===== src/design/kmd_pkg.sv =====
// Package for the k-nearest mean distance block.
// Holds the shared constants and the controller-to-datapath command type.
// No dependencies.
package kmd_pkg;

    localparam int K_MAX_DEF     = 16;
    localparam int DIST_BITS_DEF = 32;
    localparam int NC_BITS       = 5;
    localparam int IN_BITS       = 32;
    localparam int OUT_BITS      = 32;

    typedef struct packed {
        logic load_item;
        logic wr_fill;
        logic wr_replace;
        logic cmp_first;
        logic cmp_en;
        logic acc_clear;
        logic acc_add;
        logic div_step;
        logic out_load;
        logic out_short;
    } cmd_t;

endpackage


===== src/design/kmd_ctrl.sv =====
// Controller of the k-nearest mean distance block: state machine, row counter,
// neighbour count register and scan counters. Depends on kmd_pkg.
module kmd_ctrl #(
    parameter int K_MAX     = kmd_pkg::K_MAX_DEF,
    parameter int DIST_BITS = kmd_pkg::DIST_BITS_DEF
) (
    input  logic                           aclk,
    input  logic                           aresetn,
    input  logic                           cfg_valid,
    output logic                           cfg_ready,
    input  logic [kmd_pkg::NC_BITS-1:0]    cfg_neighbour_count,
    input  logic                           s_valid,
    output logic                           s_ready,
    input  logic                           s_last_in_row,
    input  logic                           out_free,
    output kmd_pkg::cmd_t                  cmd,
    output logic [$clog2(K_MAX+1)-1:0]     k,
    output logic [((K_MAX > 1) ? $clog2(K_MAX) : 1)-1:0] rd_addr,
    output logic [((K_MAX > 1) ? $clog2(K_MAX) : 1)-1:0] cmp_addr,
    output logic [((K_MAX > 1) ? $clog2(K_MAX) : 1)-1:0] fill_addr
);

    localparam int CW       = $clog2(K_MAX + 1);
    localparam int AW       = (K_MAX > 1) ? $clog2(K_MAX) : 1;
    localparam int SUM_BITS = DIST_BITS + $clog2(K_MAX);
    localparam int DW       = $clog2(SUM_BITS);

    typedef enum logic [5:0] {
        S_IDLE    = 6'b000001,
        S_SCAN    = 6'b000010,
        S_REPLACE = 6'b000100,
        S_SUM     = 6'b001000,
        S_DIV     = 6'b010000,
        S_EMIT    = 6'b100000
    } state_t;

    state_t                       state_reg, state_next;
    logic [kmd_pkg::NC_BITS-1:0]  nc_reg;
    logic [CW-1:0]                seen_reg, seen_next;
    logic [CW-1:0]                k_reg, k_next;
    logic [CW-1:0]                idx_reg, idx_next;
    logic [DW-1:0]                cnt_reg, cnt_next;
    logic                         last_reg, last_next;
    logic                         short_reg, short_next;
    logic [CW-1:0]                k_eff;
    logic [CW-1:0]                seen_inc;

    always_comb begin
        if (nc_reg == '0) begin
            k_eff = CW'(1);
        end else if (32'(nc_reg) > K_MAX) begin
            k_eff = CW'(K_MAX);
        end else begin
            k_eff = CW'(nc_reg);
        end
    end

    assign seen_inc = (seen_reg == CW'(K_MAX)) ? seen_reg : CW'(seen_reg + 1'b1);

    always_comb begin
        state_next = state_reg;
        seen_next  = seen_reg;
        k_next     = k_reg;
        idx_next   = idx_reg;
        cnt_next   = cnt_reg;
        last_next  = last_reg;
        short_next = short_reg;
        cmd        = '0;
        case (state_reg)
            S_IDLE: begin
                if (s_valid) begin
                    cmd.load_item = 1'b1;
                    k_next        = k_eff;
                    last_next     = s_last_in_row;
                    short_next    = s_last_in_row && (seen_inc < k_eff);
                    seen_next     = s_last_in_row ? '0 : seen_inc;
                    idx_next      = '0;
                    if (seen_reg < k_eff) begin
                        cmd.wr_fill = 1'b1;
                        if (s_last_in_row) begin
                            state_next = (seen_inc < k_eff) ? S_EMIT : S_SUM;
                        end
                    end else begin
                        state_next = S_SCAN;
                    end
                end
            end
            S_SCAN: begin
                cmd.cmp_first = (idx_reg == CW'(1));
                cmd.cmp_en    = (idx_reg > CW'(1));
                if (idx_reg == k_reg) begin
                    state_next = S_REPLACE;
                end else begin
                    idx_next = CW'(idx_reg + 1'b1);
                end
            end
            S_REPLACE: begin
                cmd.wr_replace = 1'b1;
                idx_next       = '0;
                if (last_reg) begin
                    state_next = short_reg ? S_EMIT : S_SUM;
                end else begin
                    state_next = S_IDLE;
                end
            end
            S_SUM: begin
                cmd.acc_clear = (idx_reg == '0);
                cmd.acc_add   = (idx_reg != '0);
                if (idx_reg == k_reg) begin
                    state_next = S_DIV;
                    cnt_next   = '0;
                end else begin
                    idx_next = CW'(idx_reg + 1'b1);
                end
            end
            S_DIV: begin
                cmd.div_step = 1'b1;
                if (cnt_reg == DW'(SUM_BITS - 1)) begin
                    state_next = S_EMIT;
                end else begin
                    cnt_next = DW'(cnt_reg + 1'b1);
                end
            end
            S_EMIT: begin
                if (out_free) begin
                    cmd.out_load  = 1'b1;
                    cmd.out_short = short_reg;
                    state_next    = S_IDLE;
                end
            end
            default: begin
                state_next = S_IDLE;
            end
        endcase
    end

    always_ff @(posedge aclk) begin
        if (!aresetn) begin
            state_reg <= S_IDLE;
            nc_reg    <= kmd_pkg::NC_BITS'(1);
            seen_reg  <= '0;
            k_reg     <= '0;
            idx_reg   <= '0;
            cnt_reg   <= '0;
            last_reg  <= 1'b0;
            short_reg <= 1'b0;
        end else begin
            state_reg <= state_next;
            seen_reg  <= seen_next;
            k_reg     <= k_next;
            idx_reg   <= idx_next;
            cnt_reg   <= cnt_next;
            last_reg  <= last_next;
            short_reg <= short_next;
            if (cfg_valid) begin
                nc_reg <= cfg_neighbour_count;
            end
        end
    end

    assign cfg_ready = 1'b1;
    assign s_ready   = (state_reg == S_IDLE);
    assign k         = k_reg;
    assign rd_addr   = idx_reg[AW-1:0];
    assign cmp_addr  = AW'(idx_reg - 1'b1);
    assign fill_addr = seen_reg[AW-1:0];

endmodule


===== src/design/kmd_datapath.sv =====
// Datapath of the k-nearest mean distance block: kept-value memory, max search
// registers, row sum, radix-2 divider and output register. Depends on kmd_pkg.
module kmd_datapath #(
    parameter int K_MAX     = kmd_pkg::K_MAX_DEF,
    parameter int DIST_BITS = kmd_pkg::DIST_BITS_DEF
) (
    input  logic                                         aclk,
    input  logic                                         aresetn,
    input  kmd_pkg::cmd_t                                cmd,
    input  logic [$clog2(K_MAX+1)-1:0]                   k,
    input  logic [((K_MAX > 1) ? $clog2(K_MAX) : 1)-1:0] rd_addr,
    input  logic [((K_MAX > 1) ? $clog2(K_MAX) : 1)-1:0] cmp_addr,
    input  logic [((K_MAX > 1) ? $clog2(K_MAX) : 1)-1:0] fill_addr,
    input  logic [kmd_pkg::IN_BITS-1:0]                  s_distance,
    output logic                                         out_free,
    output logic                                         m_valid,
    input  logic                                         m_ready,
    output logic [kmd_pkg::OUT_BITS-1:0]                 m_mean_distance,
    output logic                                         m_row_too_short
);

    localparam int CW       = $clog2(K_MAX + 1);
    localparam int AW       = (K_MAX > 1) ? $clog2(K_MAX) : 1;
    localparam int SUM_BITS = DIST_BITS + $clog2(K_MAX);

    logic [DIST_BITS-1:0]          mem [K_MAX];
    logic [DIST_BITS-1:0]          rd_data_reg;
    logic [DIST_BITS-1:0]          value_reg;
    logic [DIST_BITS-1:0]          big_reg;
    logic [AW-1:0]                 where_reg;
    logic [SUM_BITS-1:0]           acc_reg, acc_next;
    logic [CW-1:0]                 rem_reg, rem_next;
    logic                          out_valid_reg;
    logic [kmd_pkg::OUT_BITS-1:0]  mean_reg;
    logic                          short_reg;

    logic [DIST_BITS-1:0]          dist_in;
    logic                          wr_en;
    logic [AW-1:0]                 wr_addr;
    logic [DIST_BITS-1:0]          wr_data;
    logic [CW:0]                   rem_shift;
    logic [CW:0]                   rem_diff;
    logic                          quot_bit;

    assign dist_in = DIST_BITS'(s_distance);
    assign wr_en   = cmd.wr_fill || (cmd.wr_replace && (value_reg < big_reg));
    assign wr_addr = cmd.wr_fill ? fill_addr : where_reg;
    assign wr_data = cmd.wr_fill ? dist_in : value_reg;

    always_ff @(posedge aclk) begin
        if (wr_en) begin
            mem[wr_addr] <= wr_data;
        end
        rd_data_reg <= mem[rd_addr];
    end

    always_ff @(posedge aclk) begin
        if (cmd.load_item) begin
            value_reg <= dist_in;
        end
        if (cmd.cmp_first || (cmd.cmp_en && (rd_data_reg > big_reg))) begin
            big_reg   <= rd_data_reg;
            where_reg <= cmp_addr;
        end
    end

    assign rem_shift = {rem_reg, acc_reg[SUM_BITS-1]};
    assign rem_diff  = rem_shift - {1'b0, k};
    assign quot_bit  = (rem_shift >= {1'b0, k});

    always_comb begin
        acc_next = acc_reg;
        rem_next = rem_reg;
        if (cmd.acc_clear) begin
            acc_next = '0;
            rem_next = '0;
        end else if (cmd.acc_add) begin
            acc_next = acc_reg + SUM_BITS'(rd_data_reg);
        end else if (cmd.div_step) begin
            acc_next = {acc_reg[SUM_BITS-2:0], quot_bit};
            rem_next = quot_bit ? rem_diff[CW-1:0] : rem_shift[CW-1:0];
        end
    end

    always_ff @(posedge aclk) begin
        acc_reg <= acc_next;
        rem_reg <= rem_next;
    end

    always_ff @(posedge aclk) begin
        if (!aresetn) begin
            out_valid_reg <= 1'b0;
        end else if (cmd.out_load) begin
            out_valid_reg <= 1'b1;
        end else if (m_ready) begin
            out_valid_reg <= 1'b0;
        end
    end

    always_ff @(posedge aclk) begin
        if (cmd.out_load) begin
            mean_reg  <= cmd.out_short ? '0 : kmd_pkg::OUT_BITS'(acc_reg);
            short_reg <= cmd.out_short;
        end
    end

    assign out_free        = !out_valid_reg || m_ready;
    assign m_valid         = out_valid_reg;
    assign m_mean_distance = mean_reg;
    assign m_row_too_short = short_reg;

endmodule


===== src/design/k_nearest_mean_distance_top.sv =====
// Top level of the k-nearest mean distance block.
// Depends on kmd_pkg, kmd_ctrl and kmd_datapath.
//
// Usage: write the neighbour count k on the cfg channel while the block is idle
// (reset value 1; 0 acts as 1, values above K_MAX act as K_MAX). Send the
// distances of one row on the s_ channel, s_last_in_row high on the final one.
// The block keeps the k smallest distances of the row and, at the row end,
// emits one item on the m_ channel: the truncated mean of those k values, or a
// zero mean with m_row_too_short high when the row held fewer than k values.
// Operation: while the store fills, an item is written directly. Once k values are
// held, each item runs a one-entry-per-cycle max search over the kept-value memory
// (one read port, registered data), then replaces the largest if smaller; s_ready
// stays low until then. At the row end, the kept values are summed, the bit-serial
// divider runs and the output register is loaded.
// Reset clears the row count, the output valid and sets k to 1; the memory is
// not cleared. The output register holds a result until taken; the block keeps
// taking items and waits only when a second result is ready before the first
// has left.
module k_nearest_mean_distance_top #(
    parameter int K_MAX     = kmd_pkg::K_MAX_DEF,
    parameter int DIST_BITS = kmd_pkg::DIST_BITS_DEF
) (
    input  logic                          aclk,
    input  logic                          aresetn,
    input  logic                          cfg_valid,
    output logic                          cfg_ready,
    input  logic [kmd_pkg::NC_BITS-1:0]   cfg_neighbour_count,
    input  logic                          s_valid,
    output logic                          s_ready,
    input  logic [kmd_pkg::IN_BITS-1:0]   s_distance,
    input  logic                          s_last_in_row,
    output logic                          m_valid,
    input  logic                          m_ready,
    output logic [kmd_pkg::OUT_BITS-1:0]  m_mean_distance,
    output logic                          m_row_too_short
);

    localparam int CW = $clog2(K_MAX + 1);
    localparam int AW = (K_MAX > 1) ? $clog2(K_MAX) : 1;

    kmd_pkg::cmd_t  cmd;
    logic           out_free;
    logic [CW-1:0]  k;
    logic [AW-1:0]  rd_addr;
    logic [AW-1:0]  cmp_addr;
    logic [AW-1:0]  fill_addr;

    kmd_ctrl #(
        .K_MAX     (K_MAX),
        .DIST_BITS (DIST_BITS)
    ) u_ctrl (
        .aclk                (aclk),
        .aresetn             (aresetn),
        .cfg_valid           (cfg_valid),
        .cfg_ready           (cfg_ready),
        .cfg_neighbour_count (cfg_neighbour_count),
        .s_valid             (s_valid),
        .s_ready             (s_ready),
        .s_last_in_row       (s_last_in_row),
        .out_free            (out_free),
        .cmd                 (cmd),
        .k                   (k),
        .rd_addr             (rd_addr),
        .cmp_addr            (cmp_addr),
        .fill_addr           (fill_addr)
    );

    kmd_datapath #(
        .K_MAX     (K_MAX),
        .DIST_BITS (DIST_BITS)
    ) u_datapath (
        .aclk            (aclk),
        .aresetn         (aresetn),
        .cmd             (cmd),
        .k               (k),
        .rd_addr         (rd_addr),
        .cmp_addr        (cmp_addr),
        .fill_addr       (fill_addr),
        .s_distance      (s_distance),
        .out_free        (out_free),
        .m_valid         (m_valid),
        .m_ready         (m_ready),
        .m_mean_distance (m_mean_distance),
        .m_row_too_short (m_row_too_short)
    );

endmodule

===== config.mk =====
export PLATFORM = sky130hd
export DESIGN_NAME = k_nearest_mean_distance_top
export DESIGN_NICKNAME = d
export VERILOG_FILES = /design/src/design/kmd_pkg.sv /design/src/design/kmd_ctrl.sv /design/src/design/kmd_datapath.sv /design/src/design/k_nearest_mean_distance_top.sv
export SDC_FILE = /design/constraint.sdc
export NUM_CORES = 1
export LEC_CHECK = 0
export BUFFER_PORTS_ARGS = -buffer_cell sky130_fd_sc_hd__clkbuf_2
export CAP_MARGIN = 30
export CORE_UTILIZATION = 50
export CTS_CLUSTER_DIAMETER = 100
export DETAILED_ROUTE_END_ITERATION = 12
export GPL_TIMING_DRIVEN = 0
export PLACE_DENSITY = 0.76
export SETUP_SLACK_MARGIN = 0.05
export SLEW_MARGIN = 20
export SYNTH_ARGS = -nofsm -noshare
export SYNTH_HDL_FRONTEND = slang
export SYNTH_SLANG_ARGS = --single-unit
export TNS_END_PERCENT = 30

===== constraint.sdc =====
create_clock -name aclk -period 4.7 [get_ports aclk]
set_clock_uncertainty 0.15 [all_clocks]
set_input_delay 0.705 -clock aclk [delete_from_list [all_inputs] [get_ports aclk]]
set_output_delay 0.705 -clock aclk [all_outputs]
set_load 0.01 [all_outputs]

==> impl_metrics.env <==
export IMPL_status="finished, final reports clean"
export IMPL_m1WireLength_um=29300
export IMPL_drt_wl_total_um=76300
export IMPL_ys_warn_count=0
export IMPL_grt_pass1_wl_um=113000
export IMPL_stdcell_area_um2=35500
export IMPL_synth_top_area_share_pct=60.0
export IMPL_cp_start_kind="flop"
export IMPL_cts_sinks=721
export IMPL_netlist_top_cells_area="edfxtp_1, mux4_2, dfxtp_1"
export IMPL_cpPeakStageDelay_ns=0.72
export IMPL_period_needed_ns=4.31
export IMPL_grt_pass1_vias=18200
export IMPL_endpoint_kind="flop"
export IMPL_finalCritPeriodShare_pct=91.6
export IMPL_async_flop_share_pct=0
export IMPL_setup_viol=0
export IMPL_antenna_found_initial=1
export IMPL_initial_core_util_pct=50.7
export IMPL_num_nets_final=2183
export IMPL_synth_area_um2=30700
export IMPL_crit_fanout=12
export IMPL_drc_errors=0
export IMPL_cts_repair_resized=0
export IMPL_worstPathCellList="inv_1, nand2_1, ha_1, a2111oi_0, a21oi_2, nor2_2, buf_2, nor3_1, a31oi_1, nor2_4, buf_16, buf_16"
export IMPL_design_core_area_um2=60500
export IMPL_worst_slew_pin_slew_ns=1.02
export IMPL_syn2layout_area_growth_pct=15.5
export IMPL_viasPerCell=6.21
export IMPL_synth_largest_area_cell="edfxtp_1"
export IMPL_cp_required_ns=4.92
export IMPL_path_clk_slew_ns=0.06
export IMPL_route_met3_wl_um=6050
export IMPL_fin_ws_ns=0.393
export IMPL_met2_length_um=38500
export IMPL_path_common_cell="buf_16"
export IMPL_placement_rows=90
export IMPL_diodes=0
export IMPL_place_worst_setup_slack_ns=0.364
export IMPL_top_layer="met4"
export IMPL_hold_buffers=0
export IMPL_cts_buffers=73
export IMPL_hold_worst_slack_ns=0.134
export IMPL_syn_area_per_cell_um2=16.7
export IMPL_crit_type="flop to flop"
export IMPL_cts_setup_buffers=0
export IMPL_cts_tree="yes"
export IMPL_die_height_um=250
export IMPL_post_synth_num_cell_types=74
export IMPL_synth_cells=1836
export IMPL_yosysMostFrequentCell="edfxtp_1"
export IMPL_port_buffers=74
export IMPL_grt_max_degree=34
export IMPL_largest_register_ffs=512
export IMPL_dr_pass1_iters=6
export IMPL_relSlewSlack_pct=31.7
export IMPL_yosys_top_cells_count="edfxtp_1, mux4_2, ha_1"
export IMPL_finalMaxSlewViolations=0
export IMPL_post_dp_cell_area_um2=32900
export IMPL_peakVddDrop_mv=0.293
export IMPL_hold_viol=0
export IMPL_ys_seq_area_share_pct=67.0
export IMPL_total_power_w=0.0195
export IMPL_dr_total_vias=17800
export IMPL_arrival_ns=4.52
export IMPL_synth_edf_count=613
export IMPL_syn_nets=1996
export IMPL_grt_use_total_pct=24.7
export IMPL_power_density_nw_per_um2=551
export IMPL_ant_nets=0
export IMPL_routabilityCongestion=0.908
export IMPL_drv_cap=0
export IMPL_leakage_nw=12.1
export IMPL_hold_class="input pin to flop"
export IMPL_cts_root_buffer="clkbuf_16"
export IMPL_cp_slowest_cell="a31oi_1"
export IMPL_rsz0062_at_grt="no"
export IMPL_clk_path_buf_depth=3
export IMPL_ys_flop_type="edfxtp_1"
export IMPL_post_drt_wl_per_cell_um=26.6
export IMPL_htreeDepth=3
export IMPL_die_x_um=250
export IMPL_drive_gt1_share_pct=22.6
export IMPL_dp_hpwl_um=50900
export IMPL_synth_seq_cells=721
export IMPL_clock_latency_ns=0.63
export IMPL_drt_iter0_markers=1957
export IMPL_ios=79
export IMPL_grt_overflow=0
export IMPL_die_area_um2=62400
export IMPL_fmax_mhz=232
metrics by stage:
stage,instances,util [%],TNS (ns)
2_1_floorplan,1836,-,0
3_3_place_gp,2692,53.0,-623.70
3_5_place_dp,2722,54.4,0
4_1_cts,2858,58.5,0
5_1_grt,2866,58.6,0
6_report,2866,58.6,0
power by group:
| part | internal [W] | switching (W) | leakage [nW] |
|---|---|---|---|
| registers | 0.00811 | 0.000531 | 6.42 |
| clock network | 0.00344 | 0.00256 | 1.21 |
| logic | 0.00200 | 0.00287 | 4.52 |
| total | 0.0136 | 0.00596 | 12.1 |
final timing paths:
check	from	to	slack, ns	depth (start not counted)
setup reg to reg	u_ctrl.nc_reg[4]$_SDFFE_PN0P_	u_datapath.mem[0][6]$_DFFE_PP_	0.39	12
setup / recovery	u_ctrl.nc_reg[4]$_SDFFE_PN0P_	u_datapath.mem[0][6]$_DFFE_PP_	0.39	12
hold / removal	s_distance[28]	u_datapath.value_reg[28]$_DFFE_PP_	0.13	1
hold reg to reg	u_datapath.rem_reg[4]$_SDFFE_PP0P_	u_datapath.rem_reg[4]$_SDFFE_PP0P_	0.31	2
cells in the final DEF, fill, tap and decap left out, drive strengths merged, types with 8 or more instances in the layout:
| cell type | Yosys | layout |
|---|---|---|
| edfxtp | 613 | 613 |
| clkbuf | 50 | 220 |
| mux4 | 160 | 160 |
| ha | 115 | 115 |
| dfxtp | 108 | 108 |
| o21ai | 72 | 72 |
| inv | 64 | 70 |
| nand2 | 68 | 68 |
| buf | 31 | 68 |
| a21oi | 67 | 67 |
| nor2 | 64 | 64 |
| and2 | 44 | 44 |
| a21o | 38 | 38 |
| mux2 | 34 | 34 |
| a22oi | 30 | 30 |
| xor2 | 27 | 27 |
| xnor2 | 25 | 25 |
| clkinv | 1 | 25 |
| nand3 | 24 | 24 |
| nor2b | 18 | 18 |
| a31oi | 18 | 18 |
| nor3 | 16 | 16 |
| nand4 | 14 | 14 |
| and3 | 12 | 12 |
| nand2b | 11 | 11 |
| o211ai | 11 | 11 |
| mux2i | 11 | 11 |
| a21boi | 9 | 9 |
| o21a | 8 | 8 |
per-layer routing:
layer | GRT usage (%) | vias to the layer above
met1 | 31.6 | 8993
li1 | - | 7680
met2 | 42.5 | 951
met5 | 0 | -
met4 | 9.26 | 0
met3 | 3.95 | 171
layout make-up:
class,count,area (µm²)
timing repair buffer,112,1180
inverter,65,245
buffer,81,332
clock inverter,41,493
clock buffer,95,1990
tap,782,978
multi-input combinational,969,9660
fill,4304,25000
sequential,721,20600
worst max-delay path, delay by kind of cell (launching register included):
family / cells / cell delay (ns)
AO/OA/AOI/OAI: 3 / 1.52
adder cells (fa/ha/maj): 1 / 0.31
buffers and inverters: 4 / 0.89
flip-flops: 1 / 0.34
AND/OR/NAND/NOR: 4 / 0.82
kinds of logic (layout without fill, tap and decap cells):
kind of cell / after synthesis / after routing / share of synthesized area, %
flip-flops: 721 / 721 / 67.0
AO/OA/AOI/OAI: 300 / 300 / 6.48
adder cells (fa/ha/maj): 117 / 117 / 4.82
XOR/XNOR: 52 / 52 / 1.48
AND/OR/NAND/NOR: 294 / 294 / 4.93
buffers and inverters: 146 / 394 / 1.88
multiplexers: 205 / 205 / 13.4
other: 1 / 1 / 0.0122
(Power assumes the default switching activity.)
